**config.mk**
```make
export PLATFORM = sky130hd
export DESIGN_NAME = assembly_token_lexer
export DESIGN_NICKNAME = d
export VERILOG_FILES = /design/src/rtl/core/atl_pkg.sv /design/src/rtl/core/atl_scan.sv /design/src/rtl/core/atl_fifo.sv /design/src/rtl/core/assembly_token_lexer.sv
export SDC_FILE = /design/constraint.sdc
export NUM_CORES = 1
export LEC_CHECK = 0
export BUFFER_PORTS_ARGS = -buffer_cell sky130_fd_sc_hd__buf_2
export CORE_MARGIN = 1.5
export CORE_UTILIZATION = 45
export DETAILED_ROUTE_END_ITERATION = 8
export SYNTH_ARGS = -nofsm -noshare
export SYNTH_HDL_FRONTEND = slang
export SYNTH_HIERARCHICAL = 1
export SYNTH_SLANG_ARGS = --single-unit
```
**constraint.sdc**
```tcl
create_clock -name clk -period 9.33 [get_ports clk]
set_clock_uncertainty 0.15 [all_clocks]
set_input_delay 0.4665 -clock clk [delete_from_list [all_inputs] [get_ports clk]]
set_output_delay 0.4665 -clock clk [all_outputs]
set_load 0.005 [all_outputs]
```
**src/rtl/core/atl_pkg.sv**
```systemverilog
// ----------------------------------------------------------------------------
// atl_pkg
// Shared types, character codes and byte classes for the token lexer.
// ----------------------------------------------------------------------------
package atl_pkg;

  localparam int POSITION_BITS = 16;
  localparam int FIFO_DEPTH    = 4;
  localparam int FIFO_AW       = $clog2(FIFO_DEPTH);
  localparam int FIFO_CW       = $clog2(FIFO_DEPTH + 1);

  localparam logic [POSITION_BITS-1:0] POS_MAX  = '1;
  localparam logic [15:0]              LINE_MAX = 16'hFFFF;

  localparam logic [3:0] KIND_IDENT  = 4'd0;
  localparam logic [3:0] KIND_DEC    = 4'd1;
  localparam logic [3:0] KIND_HEX    = 4'd2;
  localparam logic [3:0] KIND_BIN    = 4'd3;
  localparam logic [3:0] KIND_OCT    = 4'd4;
  localparam logic [3:0] KIND_COMMA  = 4'd5;
  localparam logic [3:0] KIND_COLON  = 4'd6;
  localparam logic [3:0] KIND_LPAREN = 4'd7;
  localparam logic [3:0] KIND_RPAREN = 4'd8;
  localparam logic [3:0] KIND_EOF    = 4'd9;
  localparam logic [3:0] KIND_ERROR  = 4'd10;

  localparam logic [7:0] CH_NUL    = 8'h00;
  localparam logic [7:0] CH_TAB    = 8'h09;
  localparam logic [7:0] CH_LF     = 8'h0A;
  localparam logic [7:0] CH_SPACE  = 8'h20;
  localparam logic [7:0] CH_LPAREN = 8'h28;
  localparam logic [7:0] CH_RPAREN = 8'h29;
  localparam logic [7:0] CH_COMMA  = 8'h2C;
  localparam logic [7:0] CH_MINUS  = 8'h2D;
  localparam logic [7:0] CH_ZERO   = 8'h30;
  localparam logic [7:0] CH_ONE    = 8'h31;
  localparam logic [7:0] CH_SEVEN  = 8'h37;
  localparam logic [7:0] CH_NINE   = 8'h39;
  localparam logic [7:0] CH_COLON  = 8'h3A;
  localparam logic [7:0] CH_SEMI   = 8'h3B;
  localparam logic [7:0] CH_UP_A   = 8'h41;
  localparam logic [7:0] CH_UP_Z   = 8'h5A;
  localparam logic [7:0] CH_UNDER  = 8'h5F;
  localparam logic [7:0] CH_LO_A   = 8'h61;
  localparam logic [7:0] CH_LO_B   = 8'h62;
  localparam logic [7:0] CH_LO_F   = 8'h66;
  localparam logic [7:0] CH_LO_X   = 8'h78;
  localparam logic [7:0] CH_LO_Z   = 8'h7A;

  typedef struct packed {
    logic [3:0]  kind;
    logic [15:0] start;
    logic [15:0] stop;
    logic [15:0] line;
    logic        last;
  } token_t;

  typedef struct packed {
    logic [1:0] count;
    token_t     tok0;
    token_t     tok1;
  } push_t;

  function automatic logic is_dec(input logic [7:0] c);
    return (c >= CH_ZERO) && (c <= CH_NINE);
  endfunction

  function automatic logic is_oct(input logic [7:0] c);
    return (c >= CH_ZERO) && (c <= CH_SEVEN);
  endfunction

  function automatic logic is_bin(input logic [7:0] c);
    return (c == CH_ZERO) || (c == CH_ONE);
  endfunction

  function automatic logic is_hex(input logic [7:0] c);
    return is_dec(c) || ((c >= CH_LO_A) && (c <= CH_LO_F));
  endfunction

  function automatic logic is_letter(input logic [7:0] c);
    return ((c >= CH_UP_A) && (c <= CH_UP_Z)) || ((c >= CH_LO_A) && (c <= CH_LO_Z));
  endfunction

  function automatic logic is_identc(input logic [7:0] c);
    return is_letter(c) || is_dec(c) || (c == CH_UNDER);
  endfunction

endpackage

```
**src/rtl/core/atl_scan.sv**
```systemverilog
// ----------------------------------------------------------------------------
// atl_scan
// Byte register, scan state and token decode; pushes up to two tokens a byte.
// ----------------------------------------------------------------------------
module atl_scan (
  input  logic          clk,
  input  logic          rst,
  input  logic          in_valid,
  output logic          in_ready,
  input  logic [7:0]    text_byte,
  input  logic          room,
  output atl_pkg::push_t push
);
  import atl_pkg::*;

  localparam logic [3:0] M_IDLE    = 4'd0;
  localparam logic [3:0] M_IDENT   = 4'd1;
  localparam logic [3:0] M_DEC     = 4'd2;
  localparam logic [3:0] M_MINUS   = 4'd3;
  localparam logic [3:0] M_ZERO    = 4'd4;
  localparam logic [3:0] M_OCT     = 4'd5;
  localparam logic [3:0] M_HEXPRE  = 4'd6;
  localparam logic [3:0] M_HEX     = 4'd7;
  localparam logic [3:0] M_BINPRE  = 4'd8;
  localparam logic [3:0] M_BIN     = 4'd9;
  localparam logic [3:0] M_COMMENT = 4'd10;

  logic [7:0]               byte_q;
  logic                     byte_valid;
  logic [3:0]               mode;
  logic [3:0]               mode_next;
  logic [POSITION_BITS-1:0] pos;
  logic [POSITION_BITS-1:0] pos_end;
  logic [POSITION_BITS-1:0] tstart;
  logic [POSITION_BITS-1:0] tstart_next;
  logic [15:0]              line;
  logic [15:0]              line_next;
  logic                     fire;
  logic                     again;
  logic                     eof;
  logic                     emit_a;
  logic                     emit_b;
  logic [3:0]               kind_a;
  logic [3:0]               kind_b;
  token_t                   tok_a;
  token_t                   tok_b;

  assign fire     = byte_valid && room;
  assign in_ready = !byte_valid || fire;
  assign pos_end  = (pos != POS_MAX) ? pos + 1'b1 : pos;

  always_ff @(posedge clk) begin
    if (rst) begin
      byte_valid <= 1'b0;
    end else if (in_ready) begin
      byte_valid <= in_valid;
    end
    if (in_ready && in_valid) begin
      byte_q <= text_byte;
    end
  end

  always_comb begin
    mode_next   = mode;
    emit_a      = 1'b0;
    kind_a      = KIND_ERROR;
    again       = 1'b0;
    tstart_next = tstart;
    line_next   = line;
    emit_b      = 1'b0;
    kind_b      = KIND_ERROR;
    eof         = 1'b0;
    // close or extend the open token
    unique case (mode)
      M_IDENT: begin
        if (!is_identc(byte_q)) begin
          emit_a = 1'b1; kind_a = KIND_IDENT; again = 1'b1;
        end
      end
      M_DEC: begin
        if (!is_dec(byte_q)) begin
          emit_a = 1'b1; kind_a = KIND_DEC; again = 1'b1;
        end
      end
      M_MINUS: begin
        if (byte_q == CH_ZERO) begin
          mode_next = M_ZERO;
        end else if (is_dec(byte_q)) begin
          mode_next = M_DEC;
        end else begin
          emit_a = 1'b1; kind_a = KIND_ERROR; again = 1'b1;
        end
      end
      M_ZERO: begin
        if (byte_q == CH_LO_X) begin
          mode_next = M_HEXPRE;
        end else if (byte_q == CH_LO_B) begin
          mode_next = M_BINPRE;
        end else if (is_oct(byte_q)) begin
          mode_next = M_OCT;
        end else begin
          emit_a = 1'b1; kind_a = KIND_OCT; again = 1'b1;
        end
      end
      M_OCT: begin
        if (!is_oct(byte_q)) begin
          emit_a = 1'b1; kind_a = KIND_OCT; again = 1'b1;
        end
      end
      M_HEXPRE: begin
        if (is_hex(byte_q)) begin
          mode_next = M_HEX;
        end else begin
          emit_a = 1'b1; kind_a = KIND_ERROR; again = 1'b1;
        end
      end
      M_HEX: begin
        if (!is_hex(byte_q)) begin
          emit_a = 1'b1; kind_a = KIND_HEX; again = 1'b1;
        end
      end
      M_BINPRE: begin
        if (is_bin(byte_q)) begin
          mode_next = M_BIN;
        end else begin
          emit_a = 1'b1; kind_a = KIND_ERROR; again = 1'b1;
        end
      end
      M_BIN: begin
        if (!is_bin(byte_q)) begin
          emit_a = 1'b1; kind_a = KIND_BIN; again = 1'b1;
        end
      end
      M_COMMENT: begin
        if ((byte_q == CH_LF) || (byte_q == CH_NUL)) begin
          again = 1'b1;
        end
      end
      default: begin
        again = 1'b1;
      end
    endcase
    // scan the byte between tokens
    if (again) begin
      mode_next = M_IDLE;
      priority if (byte_q == CH_LF) begin
        if (line != LINE_MAX) begin
          line_next = line + 16'd1;
        end
      end else if ((byte_q == CH_SPACE) || (byte_q == CH_TAB)) begin
        tstart_next = tstart;
      end else if (is_letter(byte_q) || (byte_q == CH_UNDER)) begin
        tstart_next = pos; mode_next = M_IDENT;
      end else if (byte_q == CH_MINUS) begin
        tstart_next = pos; mode_next = M_MINUS;
      end else if (byte_q == CH_ZERO) begin
        tstart_next = pos; mode_next = M_ZERO;
      end else if (is_dec(byte_q)) begin
        tstart_next = pos; mode_next = M_DEC;
      end else if (byte_q == CH_SEMI) begin
        mode_next = M_COMMENT;
      end else if (byte_q == CH_COMMA) begin
        emit_b = 1'b1; kind_b = KIND_COMMA;
      end else if (byte_q == CH_COLON) begin
        emit_b = 1'b1; kind_b = KIND_COLON;
      end else if (byte_q == CH_LPAREN) begin
        emit_b = 1'b1; kind_b = KIND_LPAREN;
      end else if (byte_q == CH_RPAREN) begin
        emit_b = 1'b1; kind_b = KIND_RPAREN;
      end else if (byte_q == CH_NUL) begin
        emit_b = 1'b1; kind_b = KIND_EOF; eof = 1'b1;
      end else begin
        emit_b = 1'b1; kind_b = KIND_ERROR;
      end
    end
  end

  always_comb begin
    tok_a.kind  = kind_a;
    tok_a.start = 16'(tstart);
    tok_a.stop  = 16'(pos);
    tok_a.line  = line;
    tok_a.last  = !emit_b;
    tok_b.kind  = kind_b;
    tok_b.start = 16'(pos);
    tok_b.stop  = 16'(pos_end);
    tok_b.line  = line;
    tok_b.last  = 1'b1;
    push.tok0   = emit_a ? tok_a : tok_b;
    push.tok1   = tok_b;
    push.count  = fire ? ({1'b0, emit_a} + {1'b0, emit_b}) : 2'd0;
  end

  always_ff @(posedge clk) begin
    if (rst) begin
      mode   <= M_IDLE;
      pos    <= '0;
      tstart <= '0;
      line   <= 16'd1;
    end else if (fire) begin
      if (eof) begin
        mode   <= M_IDLE;
        pos    <= '0;
        tstart <= '0;
        line   <= 16'd1;
      end else begin
        mode   <= mode_next;
        pos    <= pos_end;
        tstart <= tstart_next;
        line   <= line_next;
      end
    end
  end

endmodule

```
**src/rtl/core/atl_fifo.sv**
```systemverilog
// ----------------------------------------------------------------------------
// atl_fifo
// Token queue: takes up to two tokens a cycle, hands out one a transaction.
// ----------------------------------------------------------------------------
module atl_fifo (
  input  logic           clk,
  input  logic           rst,
  input  atl_pkg::push_t push,
  output logic           room,
  output logic           out_valid,
  input  logic           out_ready,
  output atl_pkg::token_t head
);
  import atl_pkg::*;

  token_t               mem [FIFO_DEPTH];
  logic [FIFO_AW-1:0]   wr_ptr;
  logic [FIFO_AW-1:0]   rd_ptr;
  logic [FIFO_CW-1:0]   count;
  logic                 pop;

  assign out_valid = (count != '0);
  assign pop       = out_valid && out_ready;
  assign room      = (count <= FIFO_CW'(FIFO_DEPTH - 2));
  assign head      = mem[rd_ptr];

  always_ff @(posedge clk) begin
    if (push.count != 2'd0) begin
      mem[wr_ptr] <= push.tok0;
    end
    if (push.count == 2'd2) begin
      mem[wr_ptr + 1'b1] <= push.tok1;
    end
  end

  always_ff @(posedge clk) begin
    if (rst) begin
      wr_ptr <= '0;
      rd_ptr <= '0;
      count  <= '0;
    end else begin
      wr_ptr <= wr_ptr + FIFO_AW'(push.count);
      rd_ptr <= rd_ptr + FIFO_AW'(pop);
      count  <= count + FIFO_CW'(push.count) - FIFO_CW'(pop);
    end
  end

`ifndef SYNTHESIS
  a_count_bound: assert property (@(posedge clk) disable iff (rst)
    count <= FIFO_CW'(FIFO_DEPTH))
    else $error("token queue count out of range");

  a_no_overflow: assert property (@(posedge clk) disable iff (rst)
    (push.count != 2'd0) |-> (count <= FIFO_CW'(FIFO_DEPTH - 2)))
    else $error("token push without room");

  a_pop_drains: assert property (@(posedge clk) disable iff (rst)
    (pop && (push.count == 2'd0)) |=> (count == $past(count) - 1'b1))
    else $error("token queue count did not drop after pop");

  a_push_fills: assert property (@(posedge clk) disable iff (rst)
    (!pop && (push.count == 2'd2)) |=> (count == $past(count) + 2'd2))
    else $error("token queue count did not grow after double push");
`endif

endmodule

```
**src/rtl/core/assembly_token_lexer.sv**
```systemverilog
// ----------------------------------------------------------------------------
// assembly_token_lexer
// Assembly source lexer: one text byte per transaction in, one token out.
// ----------------------------------------------------------------------------
// Input channel in_valid/in_ready carries text_byte; byte 0 ends the text.
// Output channel out_valid/out_ready carries one token per transaction:
// token_kind, span_start, span_end (exclusive), line_number, and last_of_run,
// set on the final token a byte produces (a byte yields zero to two tokens).
// A byte is scanned out of the input register in the cycle after it is taken
// and its tokens enter a four-entry queue once the queue has room; the
// head of the queue drives the output channel, so a token is offered as soon
// as it is written into the queue. One byte is taken per cycle as long as
// the queue has two free entries, so the output side sets the rate when
// bytes produce more than one token per cycle on average.
// When the receiver stalls, the queue fills and in_ready drops; nothing is
// lost. Reset (rst, synchronous) empties the queue and returns the scanner to
// offset 0, line 1; the end-of-text token does the same for the scanner.
// ----------------------------------------------------------------------------
module assembly_token_lexer (
  input  logic        clk,
  input  logic        rst,
  input  logic        in_valid,
  output logic        in_ready,
  input  logic [7:0]  text_byte,
  output logic        out_valid,
  input  logic        out_ready,
  output logic [3:0]  token_kind,
  output logic [15:0] span_start,
  output logic [15:0] span_end,
  output logic [15:0] line_number,
  output logic        last_of_run
);
  import atl_pkg::*;

  push_t  push;
  token_t head;
  logic   room;

  atl_scan u_scan (
    .clk       (clk),
    .rst       (rst),
    .in_valid  (in_valid),
    .in_ready  (in_ready),
    .text_byte (text_byte),
    .room      (room),
    .push      (push)
  );

  atl_fifo u_fifo (
    .clk       (clk),
    .rst       (rst),
    .push      (push),
    .room      (room),
    .out_valid (out_valid),
    .out_ready (out_ready),
    .head      (head)
  );

  assign token_kind  = head.kind;
  assign span_start  = head.start;
  assign span_end    = head.stop;
  assign line_number = head.line;
  assign last_of_run = head.last;

endmodule
```
# == Word-level counts from Yosys, hierarchy flattened ==
# Memory sizes are Yosys's and may differ from the RTL's. A register that Yosys moved wholly into a read port is not among the register bits.
# Index checks and enable logic that the tools add are counted.
# classes
mul,0
addsub,8
shifts,0
mux,91
eq_ne,33
n_reduce_logical,32
n_lt_le_gt_ge,9
n_div,0
bitwise,0
# ops
operator,count
two-way mux 16 bit,14
two-way mux 4 bit,35
"== test 8 x 6 -> 1 bit, second input constant",9
two-way mux 53 bit,1
two-way mux 1 bit,34
"adder 16 x 1 -> 16 bit, second input constant",2
"!= test 16 bit, second input constant",2
"== test 8 x 7 -> 1 bit, second input constant",3
"<= comparator 8 x 7 -> 1 bit, second input constant",3
case mux 4 bit (6 select lines),1
"== test 4 x 3 -> 1 bit, second input constant",4
"== test 8 x 4 -> 1 bit, second input constant",2
">= comparator 8 x 7 -> 1 bit, second input constant",2
"<= comparator 8 x 6 -> 1 bit, second input constant",2
case mux 4 bit (4 select lines),1
"== test 4 bit, second input constant",3
logical OR 1 bit,9
"== test 4 x 2 -> 1 bit, second input constant",2
">= comparator 8 x 6 -> 1 bit, second input constant",1
logical AND 1 bit,8
logical NOT 8 bit,1
"!= test 4 x 1 -> 1 bit, second input constant",2
case mux 1 bit (8 select lines),1
nonzero test 2 bit,4
22 further kinds,27
# totals
reg_bits,68
ramBits,212
latch_bits,0
elab_cells,183
memories,1
output_inout_bits,55
romBits,0
input_bits,12
# memory_table
memory,depth,word_bits,rd,rd_clocked_by_memory_dff,wr,line_no,rtl
u_fifo.mem,4,53,1,1,2,atl_fifo.sv:16,token_t mem [FIFO_DEPTH];

# == Logic depth before layout (Yosys ltp) ==
# depth
word_depth,16
depth_mapped,19

# == Modules after synthesis ==
# Netlist, hierarchy kept.
# by_module_without_submodules
mod,cells_per_inst,area_each_um2,instances,seq_area_each_um2
atl_fifo,563,10725.3,1,6506.2
atl_scan,653,4762.1,1,1301.2

# == Least setup slack after synthesis ==
# No wires, ideal clock.
# synth_path
path_type,register to register
startpoint,reg u_scan.byte_q[1]
endpoint,"mem u_fifo/mem[2][0] in the netlist's numbering, enable pin"
synth_period_minus_slack_ns,6.409
path_buffers,4
stages_incl_launch_ff,14
setup_time_ns,0.481
slack_ns,2.921
arrival_ns,5.777
cell_sequence,edfxtp_1 -> buf_2 -> or4_1 -> o21a_1 -> a21boi_0 -> nor4b_4 -> inv_2 -> buf_2 -> buf_2 -> ha_1 -> and3_1 -> buf_2 -> or3b_2 -> a21oi_1
# synth_rtl
item,line_no,rtl
start: declaration,atl_scan.sv:28,logic [7:0] byte_q;
start signal: assignment,atl_scan.sv:59,byte_q <= text_byte;
end: declaration,atl_fifo.sv:16,

==> impl_summary.md <==
Pwr
For this design the static power due to leakage is slightly below 6 nW. The total power after layout is 3.362 mW. The power density over the cells is between 150 and 200 nW/um^2. The peak supply drop is about 0.17 mV.

STA
The final critical delay including setup and external delays is roughly 6.3 ns. Of the available clock period, the critical path in the final layout requires 0.6787. Setup slack closes at 2.998 ns. The number of slew-limit violations in the final report is 0. The number of failing hold endpoints at the final stage is 0. The worst pin sits at a relative slew slack of 0.2938. Setup repair after global routing left no endpoint under its margin. The slew of the pin with the lowest slew margin is ~1.0 ns. The worst-case hold slack is around 0.18 ns. The number of setup violations in the final report is 0.

For this run, the top clock speed supported by timing is between 150 and 200 MHz. In the final timing run, aggregate negative setup slack is 0 ns.

Global route
The number of global-route vias before repair is ~9800. For this run, global-route usage on met2 was measured as 0.3331. The number of antenna violations at the first check in global routing came to 0. The global routing usage on met1 is 0.2834.

In the global route stage, overall resource usage came out at 0.2048. Entering global routing, the biggest net connects between 50 and 60 pins. Global routing finished with a remaining overflow of 0.

met2 is the most crowded layer. The met3 track demand over resource is 0.02645. The first global-routing pass estimated around 57000 microns of wire.

Yosys
Counting every net in the synthesized netlist gives around 1200. The top cell type's share of synthesized area is 0.4266. The synthesized netlist occupies a cell area of around 15000 sq um. For this run, the leading register cell type out of synthesis is sky130_fd_sc_hd__edfxtp_1. After synthesis, the mean cell area works out to ~13 sq um. The share of flip-flops with an asynchronous set or reset after synthesis is 0. After synthesis, the cell types taking the most area are sky130_fd_sc_hd__edfxtp_1 (43%), sky130_fd_sc_hd__mux2_2 (14%), sky130_fd_sc_hd__dfxtp_1 (7.8%). Yosys printed 6 warnings.

Synthesis produced a netlist whose cell count is between 1000 and 1500. Of the synthesized area, sequential elements account for 0.5041. The count of distinct cell types in the synthesized netlist is 79. The cell type with the highest aggregate area in the netlist is sky130_fd_sc_hd__edfxtp_1. Counting flops and latches in the post-synthesis netlist gives 280. The number of enable-type register cells in the synthesized netlist is 220.

Placed design
Once detailed placement completed, the half-perimeter wirelength came to 22090 microns. At the placement stage, the worst setup path has a slack of 3.112 ns. The cell count after placement is around 1600.

The count of buffers inserted at the top-level ports is 66. Summing all placed instances gives a cell area of ~16000 sq um. The final weighted congestion in routability-driven placement is 0.9065.

Finish
0 antenna diodes ended up in the layout. The total non-filler cell area in the finished layout is between 15000 and 20000 sq um. The most common library cell in the layout ignoring fill and taps is sky130_fd_sc_hd__edfxtp_1. In the layout the commonest cells are sky130_fd_sc_hd__edfxtp_1 (220), sky130_fd_sc_hd__mux2_2 (198), sky130_fd_sc_hd__nand2_1 (94). In the final design database the tool counted about 1200 nets. The area growth from synthesis to layout is 9.444%. The filler cells instantiated in the layout total slightly below 3000. Across the whole layout, storage elements account for between 7000 and 8000 sq um. Measured on the finished design, the core utilization comes to 0.5030. The combined area of the multi-input logic cells is between 6000 and 7000 sq um. The number of cells in the finished layout apart from fillers is roughly 1700. The share of layout cells above drive strength 1 is 0.3491.

Clock network
The clock reaches the later pin of the worst-skew pair after ~0.57 ns. The post-cts sizing count is 0. The clock tree buffer depth is 3. Once the clock tree was built, the setup fixing pass inserted 0 buffers. The number of hold buffers added after CTS was 9. The number of H-tree levels is 1.

Clock tree synthesis inserted a total of 31 buffers. TritonCTS built the clock tree. The cell sitting at the root of the clock tree is a sky130_fd_sc_hd__clkbuf_16. The clock slew seen by the registers of the worst setup and hold paths is approximately 0.060 ns. Counting every sink on the clock net gives between 200 and 300.

Routing
The total detailed-routing wirelength is roughly 36000 microns. The first-iteration detailed-routing DRC count is between 800 and 900. The routed wirelength normalized by instance count is between 20 and 25 microns.

In this run the remaining antenna-violating nets after routing total 0. The first detailed-routing pass took 8 iterations. For this run, design rule violations remaining after detail routing come to 0. The total number of vias is slightly below 10000. The number of vias per cell is slightly below 6.

Die
The die span in x is about 190 microns. The I/O pin total is 67. The placement row count is between 60 and 70.

For this configuration, the core starts out at a cell density of 0.4596. The die outline area is between 30000 and 40000 sq um. The floorplan step set the die height to between 150 and 200 microns. The placeable core region is roughly 34000 sq um.

Critical path
STA classifies the critical path endpoint as a flop. The critical path goes through nor4_1 > nand2_2 > a41oi_1 > or2_1 > o211ai_2 > inv_1 > ha_1 > and3_1 > or3b_2 > a21oi_4 > buf_4. For this run, the slowest stage of the critical path takes between 0.9 and 1 ns. In this run the worst path has a maximum fanout of 39. The endpoint arrival time on the critical path is approximately 6.4 ns. The number of buffers and inverters on the critical path is 2. The startpoint-to-endpoint class of the critical path is reg -> reg. The kind of start point of the critical path is a flop. The required time at the worst-slack endpoint is ~9.4 ns. The slowest cell on the critical path is sky130_fd_sc_hd__nor4_1. The top cell family by delay on the critical path is simple AND/OR/NAND/NOR gates.

Job
The reported max-cap violation count is 0.

Run status
The run finished with clean final reports.

Hold path
The worst hold-check path type is in -> reg.
==> registers in the layout, indices dropped and copies added (netlist names) <==
name and cells:
u_fifo/count 3, u_fifo/mem 212, u_fifo/rd_ptr 2, u_fifo/wr_ptr 2, u_scan/byte_q 8, u_scan/byte_valid 1, u_scan/line 16, u_scan/mode 4
u_scan/pos 16, u_scan/tstart 16
==> cell type report <==
cell class,instances,area share
timing repair buffer,94,0.03322
clock buffer,40,0.05071
sequential,280,0.4609
multi-input combinational,774,0.4025
clock inverter,18,0.01580
inverter,17,0.003765
tap,448,0.03307
==> worst min-delay path: stages <==
cell and delay, ns:
sky130_fd_sc_hd__buf_2 0.11, sky130_fd_sc_hd__o31ai_1 0.11, sky130_fd_sc_hd__mux2_2 0.16
==> worst paths after layout <==
path | start | end | slack [ns] | depth (start not counted)
worst max-delay path | u_scan/byte_q[7]$_DFFE_PP_ | u_fifo/mem[2][11]$_DFFE_PP_ | 3.00 | 11
worst min-delay path | out_ready | u_fifo/rd_ptr[0]$_SDFF_PP0_ | 0.18 | 3
worst max register to register | u_scan/byte_q[7]$_DFFE_PP_ | u_fifo/mem[2][11]$_DFFE_PP_ | 3.00 | 11
worst min register to register | u_scan/tstart[2]$_SDFFE_PP0P_ | u_scan/tstart[2]$_SDFFE_PP0P_ | 0.34 | 2
==> layer usage <==
metal | vias up | share of wire
met5 | - | 0
met4 | 0 | 0.034
met3 | 66 | 0.044
met2 | 268 | 0.47
met1 | 4860 | 0.45
li1 | 4568 | -
==> cells by family after synthesis <==
logic type                 after synthesis  synth area share
and+or+nand+nor                        311            0.1017
DFF                                    280            0.5041
muxes                                  274            0.2424
buffers and inverters                  162           0.05776
AOI/OAI and AO/OA                      146           0.06593
xor gates and xnor gates                35           0.02165
adders and majority gates                7          0.006140
other                                    1         0.0002421
==> Yosys cell counts (all sizes together) (8+ instances only) <==
| cell | instances |
|---|---|
| nor2b | 10 |
| edfxtp | 220 |
| nor3 | 8 |
| a21oi | 32 |
| nand4 | 19 |
| inv | 17 |
| xor2 | 21 |
| or3 | 14 |
| nor4 | 9 |
| dfxtp | 60 |
| nand2 | 95 |
| o2111ai | 20 |
| and3 | 9 |
| mux2 | 219 |
| clkbuf | 42 |
| a31oi | 25 |
| xnor2 | 12 |
| buf | 103 |
| nor2 | 71 |
| and2 | 12 |
| mux4 | 53 |
| o21ai | 18 |
| nand3 | 35 |
==> power breakdown <==
group / switching (mW) / total (mW) / internal, mW
sequential: 0.0574 / 1.47 / 1.41
combinational: 0.282 / 0.554 / 0.272
clock: 0.500 / 1.34 / 0.839
Power figures use the tool's default switching activity.
